`src/hw/rtl/csl_pkg.sv`:
```
// Shared types, token codes and character tables for the C subset lexer.
`default_nettype none

package csl_pkg;

  typedef enum logic [2:0] {
    MODE_IDLE,
    MODE_IDENT,
    MODE_NUMBER,
    MODE_STRING,
    MODE_OPER
  } mode_t;

  // Token codes
  localparam logic [5:0] TK_NULL      = 6'd0;
  localparam logic [5:0] TK_ID        = 6'd1;
  localparam logic [5:0] TK_END       = 6'd18;
  localparam logic [5:0] TK_INT_CONST = 6'd43;
  localparam logic [5:0] TK_STRING    = 6'd44;
  localparam logic [5:0] TK_ERROR     = 6'd46;

  localparam logic [7:0] CH_QUOTE = 8'h22;
  localparam logic [7:0] CH_UNDER = 8'h5f;

  // Keyword text window: all keywords fit in six characters
  localparam int KW_TEXT_LEN = 6;
  localparam int KW_COUNT    = 11;

  typedef logic [0:KW_TEXT_LEN-1][7:0] kw_text_t;

  localparam kw_text_t KW_TEXT [KW_COUNT] = '{
    {"void", 16'h0}, {"int", 24'h0}, {"float", 8'h0}, {"char", 16'h0},
    {"for", 24'h0}, {"while", 8'h0}, {"do", 32'h0}, {"if", 32'h0},
    {"else", 16'h0}, "return", "struct"
  };
  localparam logic [2:0] KW_LEN [KW_COUNT] = '{
    3'd4, 3'd3, 3'd5, 3'd4, 3'd3, 3'd5, 3'd2, 3'd2, 3'd4, 3'd6, 3'd6
  };
  localparam logic [5:0] KW_KIND [KW_COUNT] = '{
    6'd2, 6'd3, 6'd4, 6'd16, 6'd35, 6'd36, 6'd37, 6'd38, 6'd39, 6'd40, 6'd45
  };

  typedef struct packed {
    logic [5:0] kind;
    logic [7:0] len;
    logic       last;
  } res_t;

  // Results raised by one accepted byte: up to two, r0 first
  typedef struct packed {
    logic [1:0] cnt;
    res_t       r0;
    res_t       r1;
  } push_t;

  function automatic logic is_alpha(input logic [7:0] b);
    return (b >= "a" && b <= "z") || (b >= "A" && b <= "Z") || b == CH_UNDER;
  endfunction

  function automatic logic is_digit(input logic [7:0] b);
    return b >= "0" && b <= "9";
  endfunction

  function automatic logic is_space(input logic [7:0] b);
    return b == 8'h20 || b == 8'h0a || b == 8'h09 || b == 8'h0d;
  endfunction

  function automatic logic op_is_first(input logic [7:0] b);
    return b == "=" || b == "+" || b == "-" || b == "|" ||
           b == "&" || b == "!" || b == ">" || b == "<";
  endfunction

  function automatic logic [2:0] op_index(input logic [7:0] b);
    logic [2:0] idx;
    case (b)
      "=":     idx = 3'd0;
      "+":     idx = 3'd1;
      "-":     idx = 3'd2;
      "|":     idx = 3'd3;
      "&":     idx = 3'd4;
      "!":     idx = 3'd5;
      ">":     idx = 3'd6;
      "<":     idx = 3'd7;
      default: idx = 3'd0;
    endcase
    return idx;
  endfunction

  function automatic logic [7:0] op_second(input logic [2:0] idx);
    logic [7:0] c;
    case (idx)
      3'd1:    c = "+";
      3'd2:    c = "-";
      3'd3:    c = "|";
      3'd4:    c = "&";
      default: c = "=";
    endcase
    return c;
  endfunction

  function automatic logic [5:0] op_double(input logic [2:0] idx);
    logic [5:0] k;
    case (idx)
      3'd0:    k = 6'd29;
      3'd1:    k = 6'd14;
      3'd2:    k = 6'd19;
      3'd3:    k = 6'd27;
      3'd4:    k = 6'd26;
      3'd5:    k = 6'd30;
      3'd6:    k = 6'd33;
      default: k = 6'd34;
    endcase
    return k;
  endfunction

  function automatic logic [5:0] op_single(input logic [2:0] idx);
    logic [5:0] k;
    case (idx)
      3'd0:    k = 6'd9;
      3'd1:    k = 6'd13;
      3'd2:    k = 6'd17;
      3'd3:    k = 6'd23;
      3'd4:    k = 6'd22;
      3'd5:    k = 6'd28;
      3'd6:    k = 6'd31;
      default: k = 6'd32;
    endcase
    return k;
  endfunction

  // Zero when the byte is no single-character token
  function automatic logic [5:0] single_kind(input logic [7:0] b);
    logic [5:0] k;
    case (b)
      "*":     k = 6'd15;
      "/":     k = 6'd20;
      "%":     k = 6'd21;
      "(":     k = 6'd7;
      ")":     k = 6'd8;
      "{":     k = 6'd11;
      "}":     k = 6'd12;
      ",":     k = 6'd5;
      ";":     k = 6'd10;
      ":":     k = 6'd6;
      "^":     k = 6'd24;
      "~":     k = 6'd25;
      "[":     k = 6'd41;
      "]":     k = 6'd42;
      default: k = 6'd0;
    endcase
    return k;
  endfunction

  // len of 7 stands for "longer than any keyword"
  function automatic logic [5:0] ident_kind(input kw_text_t text, input logic [2:0] len);
    logic [5:0] kind;
    logic       eq;
    kind = TK_ID;
    for (int k = KW_COUNT - 1; k >= 0; k--) begin
      eq = (len == KW_LEN[k]);
      for (int i = 0; i < KW_TEXT_LEN; i++) begin
        if (i < int'(KW_LEN[k]) && text[i] != KW_TEXT[k][i]) begin
          eq = 1'b0;
        end
      end
      if (eq) begin
        kind = KW_KIND[k];
      end
    end
    return kind;
  endfunction

endpackage

`default_nettype wire

```
`src/hw/rtl/c_subset_lexer_core.sv`:
```
// Top level of the C subset lexer: byte stream in, token codes out.
//
//   channel | direction | handshake          | payload
//   in_     | input     | in_valid/in_ready  | in_byte, in_end_of_input
//   out_    | output    | out_valid/out_ready| out_token_kind, out_lexeme_length, out_last
//
// One byte per cycle while in_ready is high. A byte is decided in the cycle it is
// transferred; its results are registered into a four-entry result queue and leave it in order.
// in_ready drops while fewer than two queue slots are free; a stalled output
// side holds up input only through that queue.
// Reset (rst_n low, synchronous) empties the queue and idles the scanner.
`default_nettype none

module c_subset_lexer_core #(
  parameter int KEYWORD_CHARS = 6,
  parameter int LENGTH_MAX    = 255
) (
  input  wire logic       clk,
  input  wire logic       rst_n,
  input  wire logic       in_valid,
  output logic            in_ready,
  input  wire logic [7:0] in_byte,
  input  wire logic       in_end_of_input,
  output logic            out_valid,
  input  wire logic       out_ready,
  output logic [5:0]      out_token_kind,
  output logic [7:0]      out_lexeme_length,
  output logic            out_last
);

  logic           in_acc;
  csl_pkg::push_t push;
  csl_pkg::res_t  out_res;

  assign in_acc = in_valid && in_ready;

  csl_scan #(
    .KEYWORD_CHARS (KEYWORD_CHARS),
    .LENGTH_MAX    (LENGTH_MAX)
  ) u_scan (
    .clk     (clk),
    .rst_n   (rst_n),
    .acc     (in_acc),
    .in_byte (in_byte),
    .in_eoi  (in_end_of_input),
    .push    (push)
  );

  csl_fifo u_fifo (
    .clk       (clk),
    .rst_n     (rst_n),
    .push      (push),
    .room      (in_ready),
    .out_valid (out_valid),
    .out_ready (out_ready),
    .out_res   (out_res)
  );

  assign out_token_kind    = out_res.kind;
  assign out_lexeme_length = out_res.len;
  assign out_last          = out_res.last;

  // End of input always yields a result on the next cycle
  a_eoi_result: assert property (@(posedge clk) disable iff (!rst_n)
    in_valid && in_ready && in_end_of_input |=> out_valid)
    else $error("no result after end of input");

  // The second result of a byte is queued together with the first
  a_pair_follows: assert property (@(posedge clk) disable iff (!rst_n)
    out_valid && out_ready && !out_last |=> out_valid)
    else $error("first of two results not followed by second");

  // End token closes its byte and carries no characters
  a_end_token: assert property (@(posedge clk) disable iff (!rst_n)
    out_valid && out_token_kind == csl_pkg::TK_END |-> out_last && out_lexeme_length == 8'd0)
    else $error("malformed end token");

  // Results never come out of an empty queue right after reset
  a_reset_empty: assert property (@(posedge clk)
    !rst_n |=> !out_valid)
    else $error("result present after reset");

endmodule

`default_nettype wire

```
`src/hw/rtl/csl_fifo.sv`:
```
// Result queue: takes up to two results a cycle, gives one a cycle while out_ready is high.
`default_nettype none

module csl_fifo (
  input  wire logic           clk,
  input  wire logic           rst_n,
  input  wire csl_pkg::push_t push,
  output logic                room,
  output logic                out_valid,
  input  wire logic           out_ready,
  output csl_pkg::res_t       out_res
);

  localparam int DEPTH = 4;
  localparam int PW    = $clog2(DEPTH);

  csl_pkg::res_t  mem_r [DEPTH];
  logic [PW-1:0]  wr_ptr_r, wr_ptr_nxt;
  logic [PW-1:0]  rd_ptr_r, rd_ptr_nxt;
  logic [PW:0]    cnt_r, cnt_nxt;
  logic           pop;
  logic [PW-1:0]  wr_ptr_p1;

  assign out_valid = (cnt_r != '0);
  assign out_res   = mem_r[rd_ptr_r];
  assign pop       = out_valid && out_ready;
  // Keep space for the two results one byte may raise
  assign room      = (cnt_r <= (PW+1)'(DEPTH - 2));
  assign wr_ptr_p1 = wr_ptr_r + PW'(1);

  always_comb begin
    wr_ptr_nxt = wr_ptr_r + PW'(push.cnt);
    rd_ptr_nxt = pop ? rd_ptr_r + PW'(1) : rd_ptr_r;
    cnt_nxt    = cnt_r + (PW+1)'(push.cnt) - (PW+1)'(pop);
  end

  always_ff @(posedge clk) begin
    if (!rst_n) begin
      wr_ptr_r <= '0;
      rd_ptr_r <= '0;
      cnt_r    <= '0;
    end else begin
      wr_ptr_r <= wr_ptr_nxt;
      rd_ptr_r <= rd_ptr_nxt;
      cnt_r    <= cnt_nxt;
    end
  end

  always_ff @(posedge clk) begin
    if (push.cnt != 2'd0) begin
      mem_r[wr_ptr_r] <= push.r0;
    end
    if (push.cnt == 2'd2) begin
      mem_r[wr_ptr_p1] <= push.r1;
    end
  end

endmodule

`default_nettype wire

```
`src/hw/rtl/csl_scan.sv`:
```
// Scanner state and per-byte token decision.
`default_nettype none

module csl_scan #(
  parameter int KEYWORD_CHARS = 6,
  parameter int LENGTH_MAX    = 255
) (
  input  wire logic       clk,
  input  wire logic       rst_n,
  input  wire logic       acc,
  input  wire logic [7:0] in_byte,
  input  wire logic       in_eoi,
  output csl_pkg::push_t  push
);

  localparam int TL_W  = $clog2(LENGTH_MAX + 1);
  localparam int IDX_W = $clog2(KEYWORD_CHARS);

  csl_pkg::mode_t    mode_r, mode_nxt;
  logic [2:0]        pend_r, pend_nxt;
  logic [TL_W-1:0]   tlen_r, tlen_nxt;
  logic [7:0]        ident_r [KEYWORD_CHARS];

  logic              id_we;
  logic [IDX_W-1:0]  id_widx;

  logic [TL_W-1:0]   tlen_grow;
  logic [TL_W+7:0]   tlen_ext, grow_ext;
  csl_pkg::kw_text_t kw_buf;
  logic [2:0]        kw_len;
  logic [5:0]        kw_kind;
  logic [5:0]        sgl_kind;
  logic              alpha, digit, cont_ident, cont_number, cont_oper;

  logic              fl_v, em_v;
  csl_pkg::res_t     fl_res, em_res;

  assign tlen_grow = (tlen_r < TL_W'(LENGTH_MAX)) ? tlen_r + TL_W'(1) : tlen_r;
  assign tlen_ext  = {8'd0, tlen_r};
  assign grow_ext  = {8'd0, tlen_grow};

  always_comb begin
    for (int i = 0; i < csl_pkg::KW_TEXT_LEN; i++) begin
      kw_buf[i] = ident_r[i];
    end
  end

  assign kw_len   = (tlen_r <= TL_W'(csl_pkg::KW_TEXT_LEN)) ? tlen_r[2:0] : 3'd7;
  assign kw_kind  = csl_pkg::ident_kind(kw_buf, kw_len);
  assign sgl_kind = csl_pkg::single_kind(in_byte);
  assign alpha    = csl_pkg::is_alpha(in_byte);
  assign digit    = csl_pkg::is_digit(in_byte);

  assign cont_ident  = !in_eoi && mode_r == csl_pkg::MODE_IDENT && (alpha || digit);
  assign cont_number = !in_eoi && mode_r == csl_pkg::MODE_NUMBER && digit;
  assign cont_oper   = !in_eoi && mode_r == csl_pkg::MODE_OPER &&
                       in_byte == csl_pkg::op_second(pend_r);

  // Next state
  always_comb begin
    mode_nxt = mode_r;
    pend_nxt = pend_r;
    tlen_nxt = tlen_r;
    id_we    = 1'b0;
    id_widx  = tlen_r[IDX_W-1:0];
    if (in_eoi) begin
      mode_nxt = csl_pkg::MODE_IDLE;
      pend_nxt = 3'd0;
      tlen_nxt = '0;
    end else if (cont_ident) begin
      id_we    = (tlen_r < TL_W'(KEYWORD_CHARS));
      tlen_nxt = tlen_grow;
    end else if (cont_number) begin
      tlen_nxt = tlen_grow;
    end else if (mode_r == csl_pkg::MODE_STRING) begin
      if (in_byte == csl_pkg::CH_QUOTE) begin
        mode_nxt = csl_pkg::MODE_IDLE;
        tlen_nxt = '0;
      end else begin
        tlen_nxt = tlen_grow;
      end
    end else if (cont_oper) begin
      mode_nxt = csl_pkg::MODE_IDLE;
      pend_nxt = 3'd0;
    end else begin
      // Close any open token, then start on this byte
      mode_nxt = csl_pkg::MODE_IDLE;
      pend_nxt = 3'd0;
      tlen_nxt = '0;
      if (alpha) begin
        mode_nxt = csl_pkg::MODE_IDENT;
        tlen_nxt = TL_W'(1);
        id_we    = 1'b1;
        id_widx  = '0;
      end else if (digit) begin
        mode_nxt = csl_pkg::MODE_NUMBER;
        tlen_nxt = TL_W'(1);
      end else if (in_byte == csl_pkg::CH_QUOTE) begin
        mode_nxt = csl_pkg::MODE_STRING;
        tlen_nxt = TL_W'(1);
      end else if (csl_pkg::op_is_first(in_byte)) begin
        mode_nxt = csl_pkg::MODE_OPER;
        pend_nxt = csl_pkg::op_index(in_byte);
      end
    end
  end

  // Results
  always_comb begin
    fl_v   = 1'b0;
    fl_res = '0;
    em_v   = 1'b0;
    em_res = '0;
    case (mode_r)
      csl_pkg::MODE_IDENT: begin
        fl_v   = 1'b1;
        fl_res = '{kind: kw_kind, len: tlen_ext[7:0], last: 1'b0};
      end
      csl_pkg::MODE_NUMBER: begin
        fl_v   = 1'b1;
        fl_res = '{kind: csl_pkg::TK_INT_CONST, len: tlen_ext[7:0], last: 1'b0};
      end
      csl_pkg::MODE_STRING: begin
        fl_v   = 1'b1;
        fl_res = '{kind: csl_pkg::TK_ERROR, len: tlen_ext[7:0], last: 1'b0};
      end
      csl_pkg::MODE_OPER: begin
        fl_v   = 1'b1;
        fl_res = '{kind: csl_pkg::op_single(pend_r), len: 8'd1, last: 1'b0};
      end
      default: begin
        fl_v = 1'b0;
      end
    endcase

    if (in_eoi) begin
      em_v   = 1'b1;
      em_res = '{kind: csl_pkg::TK_END, len: 8'd0, last: 1'b0};
    end else if (cont_ident || cont_number) begin
      fl_v = 1'b0;
    end else if (mode_r == csl_pkg::MODE_STRING) begin
      fl_v   = 1'b0;
      em_v   = (in_byte == csl_pkg::CH_QUOTE);
      em_res = '{kind: csl_pkg::TK_STRING, len: grow_ext[7:0], last: 1'b0};
    end else if (cont_oper) begin
      fl_v   = 1'b0;
      em_v   = 1'b1;
      em_res = '{kind: csl_pkg::op_double(pend_r), len: 8'd2, last: 1'b0};
    end else if (alpha || digit || in_byte == csl_pkg::CH_QUOTE ||
                 csl_pkg::op_is_first(in_byte) || csl_pkg::is_space(in_byte)) begin
      em_v = 1'b0;
    end else if (sgl_kind != 6'd0) begin
      em_v   = 1'b1;
      em_res = '{kind: sgl_kind, len: 8'd1, last: 1'b0};
    end else if (in_byte == 8'h00) begin
      em_v   = 1'b1;
      em_res = '{kind: csl_pkg::TK_NULL, len: 8'd0, last: 1'b0};
    end else begin
      em_v   = 1'b1;
      em_res = '{kind: csl_pkg::TK_ERROR, len: 8'd1, last: 1'b0};
    end

    push.cnt = 2'd0;
    push.r0  = fl_res;
    push.r1  = em_res;
    if (acc) begin
      if (fl_v && em_v) begin
        push.cnt     = 2'd2;
        push.r1.last = 1'b1;
      end else if (fl_v) begin
        push.cnt     = 2'd1;
        push.r0.last = 1'b1;
      end else if (em_v) begin
        push.cnt     = 2'd1;
        push.r0      = em_res;
        push.r0.last = 1'b1;
      end
    end
  end

  always_ff @(posedge clk) begin
    if (!rst_n) begin
      mode_r <= csl_pkg::MODE_IDLE;
      pend_r <= 3'd0;
      tlen_r <= '0;
    end else if (acc) begin
      mode_r <= mode_nxt;
      pend_r <= pend_nxt;
      tlen_r <= tlen_nxt;
    end
  end

  always_ff @(posedge clk) begin
    if (acc && id_we) begin
      ident_r[id_widx] <= in_byte;
    end
  end

endmodule

`default_nettype wire

```
`config.mk`:
```
export PLATFORM = sky130hd
export DESIGN_NAME = c_subset_lexer_core
export DESIGN_NICKNAME = d
export VERILOG_FILES = /design/src/hw/rtl/csl_pkg.sv /design/src/hw/rtl/c_subset_lexer_core.sv /design/src/hw/rtl/csl_fifo.sv /design/src/hw/rtl/csl_scan.sv
export SDC_FILE = /design/constraint.sdc
export NUM_CORES = 1
export LEC_CHECK = 0
export BUFFER_PORTS_ARGS = -buffer_cell sky130_fd_sc_hd__clkbuf_2
export CORE_MARGIN = 1.5
export CORE_UTILIZATION = 45
export CTS_BUF_LIST = sky130_fd_sc_hd__clkbuf_4
export DETAILED_ROUTE_END_ITERATION = 6
export GPL_TIMING_DRIVEN = 0
export PLACE_DENSITY = 0.7
export SLEW_MARGIN = 20
export SYNTH_ARGS = -nofsm -noshare
export SYNTH_HDL_FRONTEND = slang
export SYNTH_SLANG_ARGS = --single-unit
```
`constraint.sdc`:
```
create_clock -name clk -period 10.32 [get_ports clk]
set_input_delay 1.548 -clock clk [delete_from_list [all_inputs] [get_ports clk]]
set_output_delay 1.548 -clock clk [all_outputs]
set_load 0.05 [all_outputs]
```
==> out/metrics.cfg <==
[floorplan]
coreArea_um2 = 17300
start_util_pct = 46.0
fp-row-count = 48
die_y_um = 136
io_pins = 30
fp.dieW_um = 136
dieArea_um2 = 18500

[setup_path]
cp_top_family = simple AND/OR/NAND/NOR gates
endpoint = u_fifo.cnt_r[2]$_SDFF_PN0_
crit_chain = clkbuf_2, buf_2, clkbuf_1, inv_1, nor4_2, nor2_1, o21ai_0, ha_1, clkbuf_1, nand2_1, ha_1, inv_1, ha_1, inv_1, fa_1, xnor2_1, xnor2_1, nor2_1
endpoint_kind = flip-flop
timing.critical_path.buf_inv = 7
r2r_end = u_fifo.cnt_r[2]$_SDFF_PN0_
cp_num_cells = 18
reg2reg_slack_ns = 5.71
cp-startpoint = in_byte[1]
criticalPathCategory = input port to flip-flop
rr_worst_depth = 19
crit_fanout = 10
cp-start-kind = input port
cp.required_ns = 10.74
cp_slowest_cell = nor4_2
critPathMaxStageDelay_ns = 1.02
timing.rr.start = u_scan.mode_r[2]$_SDFFE_PN0P_
arrival_ns = 6.02

[yosys]
synth_seq_area_share_pct = 46.5
syn_nets = 771
synth_top_area_share_pct = 40.7
ys.flop_type = edfxtp_1
yosysMostFrequentCell = edfxtp_1
async_reset_ff_share_pct = 0
avgSynthCellArea_um2 = 10.6
yosysTopAreaCell = edfxtp_1
synthTopCellsByCount = edfxtp_1, nand2_1, nor2_1, mux2i_1, a21oi_1
ys_ff_latch = 131
synthesis.area_um2 = 7960
synthCells = 750
synth.distinct_cells = 83
synth-edff-count = 108
netlist_top_cells_area = edfxtp_1, dfxtp_1, mux2i_1
yosys_warnings = 0

[final_layout]
n_fill_cell = 1592
final-seq-area_um2 = 3700
final_core_util_pct = 50.4
finalInstanceArea_um2 = 8720
drive_above_1_share_pct = 16.0
areaGrowthSynthToFinish_pct = 9.54
multi_input_area_um2 = 3980
final_net_count = 823

[place]
gp_congestion = 0.972
placed_cell_area_um2 = 8450
place_ws_ns = 4.25
dp_hpwl_um = 15000
io_buffers = 29

[global_routing]
antenna_found_initial = 1
grt_max_degree = 17
track_usage_pct = 22.7
grt_pass1_wl_um = 32000
grt-ovfl-total = 0
grt_pass1_vias = 5917

[worst_hold_path]
min_from = u_fifo.rd_ptr_r[0]$_SDFFE_PN0P_
hp-class = flip-flop to flip-flop

[sta]
whs_ns = 0.556
fin_skew_ns = 0.0377
relSlewSlack_pct = 22.3
setup_viol = 0
layout_worst_path_cycle_share_pct = 54.3
setup_slack_ns = 4.72
slew_viol_final = 0
rsz0062_at_grt = no
tightest_slew_ns = 1.16
fin_crit_ns = 5.60
max_freq_ghz = 0.179
final-hold-violation-count = 0
fin_setup_tns_ns = 0

[clock_tree]
cts.reportedPaths.clkPinSlew_ns = 0.12
clock-sinks = 131
clock-root-buffer = clkbuf_4
post_cts_resized = 0
cts_tree = yes
clk_path_buf_depth = 2
clk-insertion-delay-late_ns = 0.56
ctsHoldBuffers = 0
cts_setup_buffers = 0
htreeDepth = 4
cts_buffers = 17

[route]
drt-total-wl_um = 20400
routedWlPerCell_um = 19.6
drc_errors = 0
ant_nets = 0
drtIter0Drc = 672
via_per_inst = 6.13
num_vias = 6380
drt_pass1_iterations = 5

[run]
maxCapViolCount = 0

[power_and_ir_drop]
power_density_nw_per_um2 = 163
leakagePower_nw = 3.03
vdd_drop_max_mv = 0.142

[outcome]
status = complete, no violations

==> routing by layer <==
| metal | track usage [%] | up-vias | wire length (µm) |
|---|---|---|---|
| met2 | 36.8 | 290 | 9470 |
| li1 | - | 3000 | - |
| met3 | 3.77 | 40 | 1290 |
| met4 | 7.74 | 0 | 471 |
| met5 | 0 | - | 0 |
| met1 | 31.1 | 3050 | 9120 |
==> registers in the layout (all words and copies together), names as in the netlist, named ones only <==
name             flops
u_fifo.cnt_r         3
u_fifo.mem_r        60
u_fifo.rd_ptr_r      2
u_fifo.wr_ptr_r      2
u_scan.ident_r      48
u_scan.mode_r        3
u_scan.pend_r        3
u_scan.tlen_r        8
==> power by group <==
part	internal (mW)	switching, mW
Combinational	0.157	0.304
Clock	0.125	0.208
Sequential	0.615	0.0153
Total	0.898	0.527
==> worst reg2reg max path, cell delays in order (launching register included) <==
cell and delay (ns):
dfxtp_1 0.35, buf_2 0.21, or3b_1 0.36, clkbuf_1 0.21
a2111oi_2 0.44, and3_1 0.20, buf_2 0.21, nor3_1 0.14
o21a_1 0.23, ha_1 0.27, clkbuf_1 0.31, nand2_1 0.24
ha_1 0.34, inv_1 0.06, ha_1 0.13, inv_1 0.05
fa_1 0.37, xnor2_1 0.18, xnor2_1 0.14, nor2_1 0.05
==> metrics by stage <==
| stage | std cells | power (mW) |
|---|---|---|
| after CTS | 1040 | 1.43 |
| after detailed placement | 1008 | 1.11 |
| final | 1041 | 1.42 |
| after floorplan | 750 | 1.00 |
| after global placement | 1004 | 1.10 |
| after global routing | 1041 | 1.48 |
==> cell usage in the layout, fill, tap and decap left out, drive strengths merged, types with 7 or more instances in the layout <==
cell type,instances
nor2,44
mux2,7
dfxtp,23
nand3,25
and3,9
nor4,20
nand2b,15
nand3b,13
buf,25
a21oi,40
mux2i,41
or4,8
edfxtp,108
mux4,15
nand2,66
and2,11
nor3b,8
xnor2,12
o21ai,23
inv,19
ha,7
nand4,19
nor3,27
nor2b,15
clkbuf,78
clkinv,7
o22ai,12
==> cell families after synthesis <==
group | Yosys count | synth area share (%)
AOI/OAI and AO/OA | 144 | 13.1
DFF | 131 | 46.5
muxes | 63 | 10.4
xor gates and xnor gates | 17 | 1.87
and+or+nand+nor | 320 | 22.8
adders and majority gates | 8 | 1.35
buffers and inverters | 67 | 3.93
==> how the worst min path moves through the flow <==
stage	to	slack, ns	cells after the start
detailed placement	u_fifo.cnt_r[2]$_SDFF_PN0_	0.53	2
CTS	flip-flop	0.56	2
floorplan	flip-flop	0.48	2
global placement	u_fifo.rd_ptr_r[1]$_SDFFE_PN0P_	0.52	2
finish	flip-flop	0.56	2
global route	u_fifo.rd_ptr_r[0]$_SDFFE_PN0P_	0.59	2
==> layout make-up <==
cell class / instances / area share, %
multi-input combinational: 552 / 45.6
sequential: 131 / 42.5
tap: 225 / 3.23
buffer: 52 / 2.94
timing repair buffer: 33 / 2.04
clock buffer: 18 / 1.55
clock inverter: 14 / 1.48
inverter: 15 / 0.646
antenna: 1 / 0.0287
Note: power is estimated with default switching activity, not from simulation.
